===== src/design/bba_pkg.sv =====
// ----------------------------------------------------------------------------
// bba_pkg: shared types and constants of the bitmap block allocator
// Sizes of the request and response fields, operation codes and the
// controller states.
// ----------------------------------------------------------------------------
package bba_pkg;

    localparam int BLOCKS = 64;
    localparam int IDX_W  = (BLOCKS > 1) ? $clog2(BLOCKS) : 1;
    localparam int OP_W   = 3;
    localparam int CNT_W  = 7;
    localparam int BLK_W  = 6;

    typedef enum logic [OP_W-1:0] {
        OP_ALLOC_CONTIG  = 3'd0,
        OP_ALLOC_SCATTER = 3'd1,
        OP_ALLOC_ONE     = 3'd2,
        OP_FREE          = 3'd3,
        OP_QUERY         = 3'd4,
        OP_COUNT         = 3'd5
    } op_t;

    typedef enum logic [2:0] {
        ST_IDLE,
        ST_CSCAN,
        ST_CEMIT,
        ST_SCAT,
        ST_FAIL
    } state_t;

endpackage


===== src/design/bba_req_if.sv =====
// ----------------------------------------------------------------------------
// bba_req_if: request channel of the bitmap block allocator
// Valid/ready handshake carrying one allocator request.
// ----------------------------------------------------------------------------
interface bba_req_if;
    import bba_pkg::*;

    logic             valid;
    logic             ready;
    logic [OP_W-1:0]  operation;
    logic [CNT_W-1:0] request_count;
    logic [BLK_W-1:0] target_block;

    modport source (output valid, output operation, output request_count,
                    output target_block, input ready);
    modport sink   (input valid, input operation, input request_count,
                    input target_block, output ready);
endinterface


===== src/design/bba_rsp_if.sv =====
// ----------------------------------------------------------------------------
// bba_rsp_if: response channel of the bitmap block allocator
// Valid/ready handshake carrying one result item.
// ----------------------------------------------------------------------------
interface bba_rsp_if;
    import bba_pkg::*;

    logic             valid;
    logic             ready;
    logic [BLK_W-1:0] granted_block;
    logic             block_valid;
    logic             ok;
    logic             is_free;
    logic [CNT_W-1:0] free_total;
    logic             last;

    modport source (output valid, output granted_block, output block_valid,
                    output ok, output is_free, output free_total, output last,
                    input ready);
    modport sink   (input valid, input granted_block, input block_valid,
                    input ok, input is_free, input free_total, input last,
                    output ready);
endinterface


===== src/design/bitmap_block_allocator.sv =====
// ----------------------------------------------------------------------------
// bitmap_block_allocator: first-fit allocator over a free bitmap
// Free bitmap kept in a rotating shift register, scanned one block per cycle.
// ----------------------------------------------------------------------------
// One request is taken at a time. Free, query, count and requests that fail
// on the free count answer in the cycle after they are taken. Scattered and
// single allocations rotate the bitmap once through its one-bit scan position,
// emitting a grant as each picked block passes. A contiguous allocation
// rotates the bitmap once to find and clear the lowest long enough run, then
// emits its n grants one per cycle while the response channel takes them.
// A full response register sits between the core and the response channel,
// and a stalled response channel holds the scan.
module bitmap_block_allocator
(
    input  logic clk,
    input  logic rst_n,
    bba_req_if.sink   req,
    bba_rsp_if.source rsp
);
    import bba_pkg::*;

    state_t            state_reg, state_next;
    logic [BLOCKS-1:0] map_reg, map_next;
    logic [CNT_W-1:0]  free_reg, free_next;
    logic [IDX_W-1:0]  idx_reg, idx_next;
    logic [CNT_W-1:0]  run_reg, run_next;
    logic [CNT_W-1:0]  cnt_reg, cnt_next;
    logic [CNT_W-1:0]  left_reg, left_next;
    logic [IDX_W-1:0]  blk_reg, blk_next;
    logic              found_reg, found_next;

    logic              ov_reg, ov_next;
    logic [BLK_W-1:0]  o_blk_reg, o_blk_next;
    logic              o_bv_reg, o_bv_next;
    logic              o_ok_reg, o_ok_next;
    logic              o_isf_reg, o_isf_next;
    logic [CNT_W-1:0]  o_free_reg, o_free_next;
    logic              o_last_reg, o_last_next;

    logic              out_free;
    logic              bit_cur;
    logic              want;
    logic              scan_end;
    logic [CNT_W-1:0]  run_inc;
    logic [CNT_W-1:0]  start_w;
    logic [BLOCKS-1:0] top_mask;
    logic [CNT_W-1:0]  tgt_w;
    logic              tgt_ok;

    assign out_free = !ov_reg || rsp.ready;
    assign bit_cur  = map_reg[0];
    assign scan_end = (idx_reg == IDX_W'(BLOCKS - 1));
    assign run_inc  = run_reg + CNT_W'(1);
    assign start_w  = CNT_W'(idx_reg) + CNT_W'(1) - cnt_reg;
    assign want     = bit_cur && (left_reg != '0);
    assign tgt_w    = CNT_W'(req.target_block);
    assign tgt_ok   = (tgt_w < CNT_W'(BLOCKS));

    // After the shift, the run that just completed sits in the top cnt bits.
    always_comb
    begin
        for (int b = 0; b < BLOCKS; b++)
        begin
            top_mask[b] = (CNT_W'(BLOCKS - b) <= cnt_reg);
        end
    end

    assign req.ready         = (state_reg == ST_IDLE) && out_free;
    assign rsp.valid         = ov_reg;
    assign rsp.granted_block = o_blk_reg;
    assign rsp.block_valid   = o_bv_reg;
    assign rsp.ok            = o_ok_reg;
    assign rsp.is_free       = o_isf_reg;
    assign rsp.free_total    = o_free_reg;
    assign rsp.last          = o_last_reg;

    always_comb
    begin
        state_next  = state_reg;
        map_next    = map_reg;
        free_next   = free_reg;
        idx_next    = idx_reg;
        run_next    = run_reg;
        cnt_next    = cnt_reg;
        left_next   = left_reg;
        blk_next    = blk_reg;
        found_next  = found_reg;
        ov_next     = ov_reg && !rsp.ready;
        o_blk_next  = o_blk_reg;
        o_bv_next   = o_bv_reg;
        o_ok_next   = o_ok_reg;
        o_isf_next  = o_isf_reg;
        o_free_next = o_free_reg;
        o_last_next = o_last_reg;

        unique case (state_reg)
            ST_IDLE:
            begin
                if (req.valid && out_free)
                begin
                    // default: single non-grant item, ok cleared
                    ov_next     = 1'b1;
                    o_blk_next  = '0;
                    o_bv_next   = 1'b0;
                    o_ok_next   = 1'b0;
                    o_isf_next  = 1'b0;
                    o_last_next = 1'b1;
                    idx_next    = '0;
                    run_next    = '0;
                    found_next  = 1'b0;
                    cnt_next    = req.request_count;
                    unique case (req.operation)
                        OP_ALLOC_CONTIG:
                        begin
                            if (req.request_count != '0 && req.request_count <= free_reg)
                            begin
                                ov_next    = 1'b0;
                                state_next = ST_CSCAN;
                            end
                        end
                        OP_ALLOC_SCATTER:
                        begin
                            if (req.request_count <= free_reg)
                            begin
                                if (req.request_count == '0)
                                begin
                                    o_ok_next = 1'b1;
                                end
                                else
                                begin
                                    ov_next    = 1'b0;
                                    free_next  = free_reg - req.request_count;
                                    left_next  = req.request_count;
                                    state_next = ST_SCAT;
                                end
                            end
                        end
                        OP_ALLOC_ONE:
                        begin
                            if (free_reg != '0)
                            begin
                                ov_next    = 1'b0;
                                free_next  = free_reg - CNT_W'(1);
                                left_next  = CNT_W'(1);
                                state_next = ST_SCAT;
                            end
                        end
                        OP_FREE:
                        begin
                            if (tgt_ok)
                            begin
                                o_ok_next = 1'b1;
                                if (!map_reg[req.target_block[IDX_W-1:0]])
                                begin
                                    map_next[req.target_block[IDX_W-1:0]] = 1'b1;
                                    free_next = free_reg + CNT_W'(1);
                                end
                            end
                        end
                        OP_QUERY:
                        begin
                            o_ok_next  = 1'b1;
                            o_isf_next = tgt_ok && map_reg[req.target_block[IDX_W-1:0]];
                        end
                        OP_COUNT:
                        begin
                            o_ok_next = 1'b1;
                        end
                        default:
                        begin
                            o_ok_next = 1'b0;
                        end
                    endcase
                    o_free_next = free_next;
                end
            end

            ST_CSCAN:
            begin
                // rotate every cycle; first fit completes at most once a pass
                map_next = {bit_cur, map_reg[BLOCKS-1:1]};
                idx_next = idx_reg + IDX_W'(1);
                if (!found_reg)
                begin
                    if (bit_cur)
                    begin
                        run_next = run_inc;
                        if (run_inc == cnt_reg)
                        begin
                            found_next = 1'b1;
                            map_next   = {bit_cur, map_reg[BLOCKS-1:1]} & ~top_mask;
                            free_next  = free_reg - cnt_reg;
                            blk_next   = start_w[IDX_W-1:0];
                        end
                    end
                    else
                    begin
                        run_next = '0;
                    end
                end
                if (scan_end)
                begin
                    left_next  = cnt_reg;
                    state_next = (found_next) ? ST_CEMIT : ST_FAIL;
                end
            end

            ST_CEMIT:
            begin
                if (out_free)
                begin
                    ov_next     = 1'b1;
                    o_blk_next  = BLK_W'(blk_reg);
                    o_bv_next   = 1'b1;
                    o_ok_next   = 1'b1;
                    o_isf_next  = 1'b0;
                    o_free_next = free_reg;
                    o_last_next = (left_reg == CNT_W'(1));
                    blk_next    = blk_reg + IDX_W'(1);
                    left_next   = left_reg - CNT_W'(1);
                    if (left_reg == CNT_W'(1))
                    begin
                        state_next = ST_IDLE;
                    end
                end
            end

            ST_SCAT:
            begin
                // hold the rotation while a grant waits for the response slot
                if (!want || out_free)
                begin
                    map_next = {bit_cur && !want, map_reg[BLOCKS-1:1]};
                    idx_next = idx_reg + IDX_W'(1);
                    if (want)
                    begin
                        ov_next     = 1'b1;
                        o_blk_next  = BLK_W'(idx_reg);
                        o_bv_next   = 1'b1;
                        o_ok_next   = 1'b1;
                        o_isf_next  = 1'b0;
                        o_free_next = free_reg;
                        o_last_next = (left_reg == CNT_W'(1));
                        left_next   = left_reg - CNT_W'(1);
                    end
                    if (scan_end)
                    begin
                        state_next = ST_IDLE;
                    end
                end
            end

            ST_FAIL:
            begin
                if (out_free)
                begin
                    ov_next     = 1'b1;
                    o_blk_next  = '0;
                    o_bv_next   = 1'b0;
                    o_ok_next   = 1'b0;
                    o_isf_next  = 1'b0;
                    o_free_next = free_reg;
                    o_last_next = 1'b1;
                    state_next  = ST_IDLE;
                end
            end

            default:
            begin
                state_next = ST_IDLE;
            end
        endcase
    end

    always_ff @(posedge clk or negedge rst_n)
    begin
        if (!rst_n)
        begin
            state_reg <= ST_IDLE;
            map_reg   <= '1;
            free_reg  <= CNT_W'(BLOCKS);
            idx_reg   <= '0;
            run_reg   <= '0;
            left_reg  <= '0;
            found_reg <= 1'b0;
            ov_reg    <= 1'b0;
        end
        else
        begin
            state_reg <= state_next;
            map_reg   <= map_next;
            free_reg  <= free_next;
            idx_reg   <= idx_next;
            run_reg   <= run_next;
            left_reg  <= left_next;
            found_reg <= found_next;
            ov_reg    <= ov_next;
        end
    end

    always_ff @(posedge clk)
    begin
        cnt_reg    <= cnt_next;
        blk_reg    <= blk_next;
        o_blk_reg  <= o_blk_next;
        o_bv_reg   <= o_bv_next;
        o_ok_reg   <= o_ok_next;
        o_isf_reg  <= o_isf_next;
        o_free_reg <= o_free_next;
        o_last_reg <= o_last_next;
    end

    a_free_range: assert property (@(posedge clk) disable iff (!rst_n)
        free_reg <= CNT_W'(BLOCKS))
        else $error("free count above block total");

    a_count_matches_map: assert property (@(posedge clk) disable iff (!rst_n)
        (state_reg == ST_IDLE) |-> ($countones(map_reg) == free_reg))
        else $error("free count disagrees with bitmap");

    a_grant_is_ok: assert property (@(posedge clk) disable iff (!rst_n)
        (ov_reg && o_bv_reg) |-> o_ok_reg)
        else $error("granted block without ok");

    a_scan_done_granted: assert property (@(posedge clk) disable iff (!rst_n)
        (state_reg == ST_SCAT && scan_end && (!want || out_free))
        |-> (left_reg == '0 || (left_reg == CNT_W'(1) && want)))
        else $error("scattered scan ended with grants missing");

endmodule

===== src/flat_wrapper.sv =====
// flat-port wrapper written by rule: the top's interface ports become plain ports
module bitmap_block_allocator_flat import bba_pkg::*;
  (clk, rst_n, req_valid, req_operation, req_request_count, req_target_block, req_ready, rsp_valid, rsp_granted_block, rsp_block_valid, rsp_ok, rsp_is_free, rsp_free_total, rsp_last, rsp_ready);
  bba_req_if req_i ();
  bba_rsp_if rsp_i ();
  input  logic clk;
  input  logic rst_n;
  input wire logic [$bits(req_i.valid)-1:0] req_valid;
  input wire logic [$bits(req_i.operation)-1:0] req_operation;
  input wire logic [$bits(req_i.request_count)-1:0] req_request_count;
  input wire logic [$bits(req_i.target_block)-1:0] req_target_block;
  output wire logic [$bits(req_i.ready)-1:0] req_ready;
  output wire logic [$bits(rsp_i.valid)-1:0] rsp_valid;
  output wire logic [$bits(rsp_i.granted_block)-1:0] rsp_granted_block;
  output wire logic [$bits(rsp_i.block_valid)-1:0] rsp_block_valid;
  output wire logic [$bits(rsp_i.ok)-1:0] rsp_ok;
  output wire logic [$bits(rsp_i.is_free)-1:0] rsp_is_free;
  output wire logic [$bits(rsp_i.free_total)-1:0] rsp_free_total;
  output wire logic [$bits(rsp_i.last)-1:0] rsp_last;
  input wire logic [$bits(rsp_i.ready)-1:0] rsp_ready;
  assign req_i.valid = req_valid;
  assign req_i.operation = req_operation;
  assign req_i.request_count = req_request_count;
  assign req_i.target_block = req_target_block;
  assign req_ready = req_i.ready;
  assign rsp_valid = rsp_i.valid;
  assign rsp_granted_block = rsp_i.granted_block;
  assign rsp_block_valid = rsp_i.block_valid;
  assign rsp_ok = rsp_i.ok;
  assign rsp_is_free = rsp_i.is_free;
  assign rsp_free_total = rsp_i.free_total;
  assign rsp_last = rsp_i.last;
  assign rsp_i.ready = rsp_ready;
  bitmap_block_allocator u_core (.clk(clk), .rst_n(rst_n), .req(req_i), .rsp(rsp_i));
endmodule

===== config.mk =====
export PLATFORM = sky130hd
export DESIGN_NAME = bitmap_block_allocator_flat
export DESIGN_NICKNAME = d
export VERILOG_FILES = /design/src/design/bba_pkg.sv /design/src/design/bba_req_if.sv /design/src/design/bba_rsp_if.sv /design/src/design/bitmap_block_allocator.sv /design/src/flat_wrapper.sv
export SDC_FILE = /design/constraint.sdc
export NUM_CORES = 1
export LEC_CHECK = 0
export BUFFER_PORTS_ARGS = -buffer_cell sky130_fd_sc_hd__buf_4
export CAP_MARGIN = 20
export CORE_MARGIN = 5
export CORE_UTILIZATION = 60
export DETAILED_ROUTE_END_ITERATION = 10
export PLACE_DENSITY = 0.85
export SLEW_MARGIN = 20
export SYNTH_ARGS = -nofsm -noshare
export SYNTH_HDL_FRONTEND = slang
export SYNTH_SLANG_ARGS = --single-unit

===== constraint.sdc =====
create_clock -name clk -period 5 [get_ports clk]
set_clock_uncertainty 0.15 [all_clocks]
set_input_delay 1 -clock clk [delete_from_list [all_inputs] [get_ports clk]]
set_output_delay 1 -clock clk [all_outputs]
set_load 0.03 [all_outputs]

## Yosys cells after proc, flatten, opt, wreduce, memory -nomap -nowiden

Index checks and enable logic that the tools add are counted.
Widths: inputs -> output; s select.

| cells by class | value |
|---|---|
| $add $sub $neg | 10 |
| $mul | 0 |
| div/mod/pow operators | 0 |
| $lt $le $gt $ge | 68 |
| eq/ne operators | 33 |
| shift-type cells | 0 |
| muxes and demuxes | 105 |
| bitwise logic cells | 3 |
| reduce and logical (&&, ||, !) cells | 38 |

Operators by type and width:

| kind | number |
|---|---|
| $mux 64 | 8 |
| $le 6x7->1 const A | 32 |
| $pmux 64 s3 | 1 |
| $mux 7 | 23 |
| $le 5x7->1 const A | 16 |
| $and 64x64->64 | 1 |
| $not 64->64 | 1 |
| $or 64x64->64 | 1 |
| $mux 6 | 10 |
| $le 4x7->1 const A | 8 |
| $pmux 7 s2 | 3 |
| $pmux 7 s3 | 2 |
| $mux 3 | 12 |
| $mux 1 | 30 |
| $le 3x7->1 const A | 4 |
| $pmux 7 s4 | 1 |
| $pmux 6 s4 | 1 |
| $ne 2x1->1 const B | 11 |
| $reduce_bool 7->1 | 3 |
| $add 6x1->6 const B | 3 |
| $pmux 6 s3 | 1 |
| $ne 3x3->1 const B | 5 |
| $pmux 3 s5 | 1 |
| $reduce_and 5->1 | 3 |
| other kinds (39) | 76 |

| storage, ports and cells | value |
|---|---|
| bits in registers | 126 |
| latch bits | 0 |
| bits in writable memories | 0 |
| bits in read-only memories | 0 |
| input bits | 20 |
| output and inout bits | 19 |
| logic and storage cells | 273 |
| memories | 0 |

## Logic depth before layout (Yosys ltp)

| depth | value |
|---|---|
| depth after elaboration | 10 |
| mapped depth | 14 |
| depth with buffers taken out | 12 |

## Worst setup path after synthesis

OpenSTA, ideal clock, no wires.

| path | value |
|---|---|
| path type | input-to-reg |
| start point | input port req_target_block[1] |
| end point | register u_core.o_free_reg[4] (netlist: u_core.rsp.free_total[4]) (data pin) |
| setup time | 256 ps |
| arrival time | 3032 ps |
| data required time | 4594 ps |
| setup slack | 1562 ps |
| stages | 13 |
| buffers on the path | 5 |
| path through | buf_6 > buf_6 > buf_2 > buf_2 > nand2_1 > o32ai_1 > a2111oi_0 > nand4_1 > buf_6 > nor3_4 > a21oi_1 > o32a_1 > o22a_1 |

| on the way | value |
|---|---|
| cells in the longest elaborated chain, start to end | 7 |
| elaborated cells between the ends (all ways) | 8 |
| classes of those cells | order compare (1); mux (7) |

Ends and longest elaborated chain:

| item | RTL line | text |
|---|---|---|
| from (decl) | flat_wrapper.sv:11 | `input wire logic [$bits(req_i.target_block)-1:0] req_target_block;` |
| $bmux 1 s6 | bitmap_block_allocator.sv:153 | `if (!map_reg[req.target_block[IDX_W-1:0]])` |
| $mux 1 (implied by the code) | bitmap_block_allocator.sv:153 |  |
| $mux 7 | bitmap_block_allocator.sv:153 |  |
| $mux 7 (*) | bitmap_block_allocator.sv:150 | `if (tgt_ok)` |
| $pmux 7 s3 (*) | bitmap_block_allocator.sv:112 | `unique case (req.operation)` |
| $mux 7 (*) | bitmap_block_allocator.sv:99 | `if (req.valid && out_free)` |
| $pmux 7 s3 (*) | bitmap_block_allocator.sv:96 | `unique case (state_reg)` |
| net u_core.o_free_next[4] | bitmap_block_allocator.sv:37 | `logic [CNT_W-1:0] o_free_reg, o_free_next;` |
| to (signal assigned) | bitmap_block_allocator.sv:309 | `o_free_reg <= o_free_next;` |
| to (decl) | bitmap_block_allocator.sv:37 |  |

The timed path passes the listed nets; every way through them passes the cells marked *. The select of a mux whose other input is x is not followed.
A chain may end at the register's enable or synchronous reset.

## Final worst setup path

| path | value |
|---|---|
| start point | input port req_target_block[1] |
| end point | register u_core.map_reg[48] |

| on the way | value |
|---|---|
| cells in the longest elaborated chain, start to end | 10 |
| elaborated cells between the ends (all ways) | 17 |
| classes of those cells | order compare (3); eq/ne (2); mux (9); bitwise (1); reduce/logical (2) |

Ends and longest elaborated chain:

| item | RTL line | text |
|---|---|---|
| $lt 6x7->1 or $ge 6x1->1 (tied branches) | bitmap_block_allocator.sv:57, bitmap_block_allocator.sv:155 |  |
| $logic_and 1x1->1 (implied by the code) | bitmap_block_allocator.sv:155 | `map_next[req.target_block[IDX_W-1:0]] = 1'b1;` |
| $mux 1 (implied by the code) | bitmap_block_allocator.sv:155 |  |
| $demux 1 s6 | - |  |
| $or 64x64->64 (no line) | - |  |
| $mux 64 | bitmap_block_allocator.sv:153 |  |
| $mux 64 | bitmap_block_allocator.sv:150 |  |
| $mux 64 | bitmap_block_allocator.sv:112 |  |
| $mux 64 | bitmap_block_allocator.sv:99 |  |
| $pmux 64 s3 | bitmap_block_allocator.sv:96 |  |
| to (signal assigned) | bitmap_block_allocator.sv:291 | `map_reg <= map_next;` |
| to (decl) | bitmap_block_allocator.sv:23 | `logic [BLOCKS-1:0] map_reg, map_next;` |

Several ways; a longest one is shown, not always the timed one. The select of a mux whose other input is x is not followed.

==> metrics.txt <==
result of the run=completed; Yosys reg bits=around 130; DRT antenna net count=0; Buffers & Inverters on Critical Path=2; FFs w/ async S/R, synth=76.2%; Fmax achieved=between 200 and 250 MHz; Internal Dissipation=3380 uW; Worst Path Arrival=4360 ps; maximum root-to-sink buffer count=2; portion of the clock cycle consumed by the worst path in the final layout=83.3%; max-capacitance violation count=0; synthesized netlist net count=about 1,200; Storage cell area=roughly 3400 um2; top cell types by occurrence after synthesis=a21oi_1 (152), o21ai_0 (131), nor2_1 (109), dfstp_2 (65), nand2_1 (65); Final Hold Fails=0; TritonCTS clock tree=done; Hold Path Cell Cnt=1; leading area contributor after synthesis=dfstp_2; width of the die=135 um; first-pass detailed-route iteration total=7; DRC viols=0; kind of end point of the critical path=flip-flop; DR WL/cell=22.2 um; Core Footprint=15,300 um2; required time of the critical path=5200 ps; cells along the critical path=buf_4 > nor2b_1 > a2bb2oi_1 > o22ai_1 > a2111oi_0 > nand4_1 > nor2_1 > a21o_2 > buf_4 > nor2_1 > a211oi_1; number of antenna diodes=0; start-to-end type of the worst setup path=input port to flip-flop; netlist area before placement=9360 um2; total count of max-transition violations in the final report=0; R2R Path Start=u_core.free_reg[4]; fraction of power consumed by combinational cells=~45%; top area cells in the synthesized netlist=dfstp_2 (18%), edfxtp_1 (9.6%), dfrtp_1 (8.3%), a21oi_1 (8.1%), o21ai_0 (7.0%); total placed instance area=~9700 um2; number of cells traversed by the worst register-to-register path=9; root buf cell=clkbuf_16; dominant synthesized flop cell=dfstp_2; Largest register FFs=64; number of different library cells in the post-synthesis netlist=77; Max-slew headroom=a little under a quarter; pre-CTS setup slack=580 ps; net switching power=2650 uW; count of hold buffers inserted by post-cts repair=0; critical-path cell with the highest stage delay=a21o_2; number of top-level pins=39; DP HPWL=between 15,000 and 20,000 um; total grt overflow=0; number of I/O port buffers=38; TritonCTS Buffers=17; cells after synthesis=1,130; setup repair after global routing missed its margin=no; final critical-path required period=approximately 4200 ps; placed insts=~1,300; post-cts gate resize count=0; initial DRC count=1,639; mean instance size in the synthesized netlist=8.28 um2; number of enable flip-flop cells after synthesis=30; wire length of the first global-routing pass=around 47,000 um; Final #Nets=1,175; pin count of the biggest net entering global routing=70; most frequent cell after synthesis=a21oi_1; worst setup path startpoint=req_target_block[1]; hold crit path type=flip-flop to flip-flop; routability cong.=between 1 and 1.5; Leak=0.00386 uW; H-tree lvl count=4; die footprint=18,200 um2; Pwr Density=approximately 580 nW/um2; maximum fanout encountered on the critical timing path=52; number of buffers added for setup after CTS=0; total power of the final layout=6030 uW; final count of negative-setup-slack endpoints=0; sequential share of power=32.5%; CTS sink count=roughly 130; filler-free cell count of the finished design=between 1,000 and 1,500; sequential cell area fraction in the yosys report=between 30% and 40%; Die Ht=roughly 130 um; post-synth top area share=18.2%; Worst Setup Slack, final=approximately 830 ps; vias in the first global route=8,760; depth of the critical timing path with buffers and inverters included=11; Critical Path Source Type=input port; wirelength, routed=between 20,000 and 30,000 um; yosys synthesis warning count=0; number of placement rows=45; area of the multi-input gates=5500 um2; total of fill cells in the finished design=1,200; total vias in the final route=~9,500; Net Sw Frac=a little over two fifths; worst vdd ir=0.000524 V; CP delay by family, top=compound AO/OA/AOI/OAI gates; initial antenna violation count=0; Area Overhead vs Synth=10.4%; Tot GR Track Use=32.7%; Initial Utilization=61.3%; average via count per standard cell=7.09; delay of the slowest cell on the worst path=600 ps; worst-margin pin slew=1150 ps; layout cell share with drive strength beyond 1=about 16%; launch point of the worst hold path=u_core.run_reg[6]; Clk pwr share=22.9%; clock latency at the later pin of the worst-skew pair=440 ps; final-layout setup total negative slack=0 ps; clock input transition at the sequential cells of the worst setup and hold paths=about 60 ps; post-route cell area=10,300 um2
==> kinds of logic after synthesis <==
kind of cell             count (synthesis)  share of synthesized area (%)
AO/OA/AOI/OAI                          469                           30.5
XOR/XNOR                                34                           3.18
adder cells (fa/ha/maj)                 32                           4.52
buffers and inverters                  114                           5.25
flip-flops                             126                           36.2
multiplexers                            26                           3.05
AND/OR/NAND/NOR                        329                           17.4
==> power groups by stage <==
stage	logic (uW)	clock network [uW]	registers, uW
final	2690	1380	1960
after global routing	2930	1430	1990
after CTS	2620	1380	1930
after detailed placement	2600	0	1930
after global placement	2520	0	1930
after floorplan	1890	0	1860
==> path summary, 6_finish.rpt <==
path | endpoint | slack [ps]
worst max-delay path | u_core.map_reg[48] | 830
worst min-delay path | u_core.run_reg[6] | 360
worst max register to register | u_core.free_reg[0] | 1360
worst min register to register | u_core.run_reg[6] | 360
max in group asynchronous | u_core.map_reg[35] | 3210
min in group asynchronous | u_core.free_reg[4] | 540
==> layout by cell type (no fill, tap or decap), types with 7 or more instances in the layout <==
master and count:
dfstp_2 65, o21a_1 34, nor3_1 24, a31oi_1 16
a21o_1 7, inv_1 30, o21ai_0 131, edfxtp_1 30
a211oi_1 16, a21oi_1 151, nand3b_1 12, mux2_2 9
nor2_1 108, nand4_1 7, xor2_1 11, nand2b_1 15
xnor2_1 23, and3_1 13, clkbuf_16 17, o211ai_1 35
a2bb2oi_1 7, mux2i_1 15, buf_4 56, nor2b_1 11
nand2_1 65, nand3_1 31, ha_1 29, dfrtp_1 31
==> per-stage QoR <==
stage	hold WS (ps)	utilization, %
2_1_floorplan	316	-
3_3_place_gp	341	63.5
3_5_place_dp	343	63.5
4_1_cts	355	67.7
5_1_grt	373	67.7
6_report	359	67.7
==> area by class of cell <==
| cell class | instances | share of cell area, % |
|---|---|---|
| clock buffer | 18 | 4.15 |
| sequential | 126 | 32.8 |
| tap | 211 | 2.55 |
| inverter | 32 | 1.16 |
| multi-input combinational | 890 | 53.3 |
| clock inverter | 14 | 2.06 |
| timing repair buffer | 56 | 4.07 |
==> layer usage <==
metal / share of wire (%) / vias to the layer above / global-route usage (%)
met5: 0 / - / 0
met4: 4.9 / 0 / 15.2
met3: 12 / 166 / 7.71
met2: 43 / 780 / 48.9
met1: 40 / 4444 / 45.0
li1: - / 4157 / -
Power figures use the tool's default switching activity.
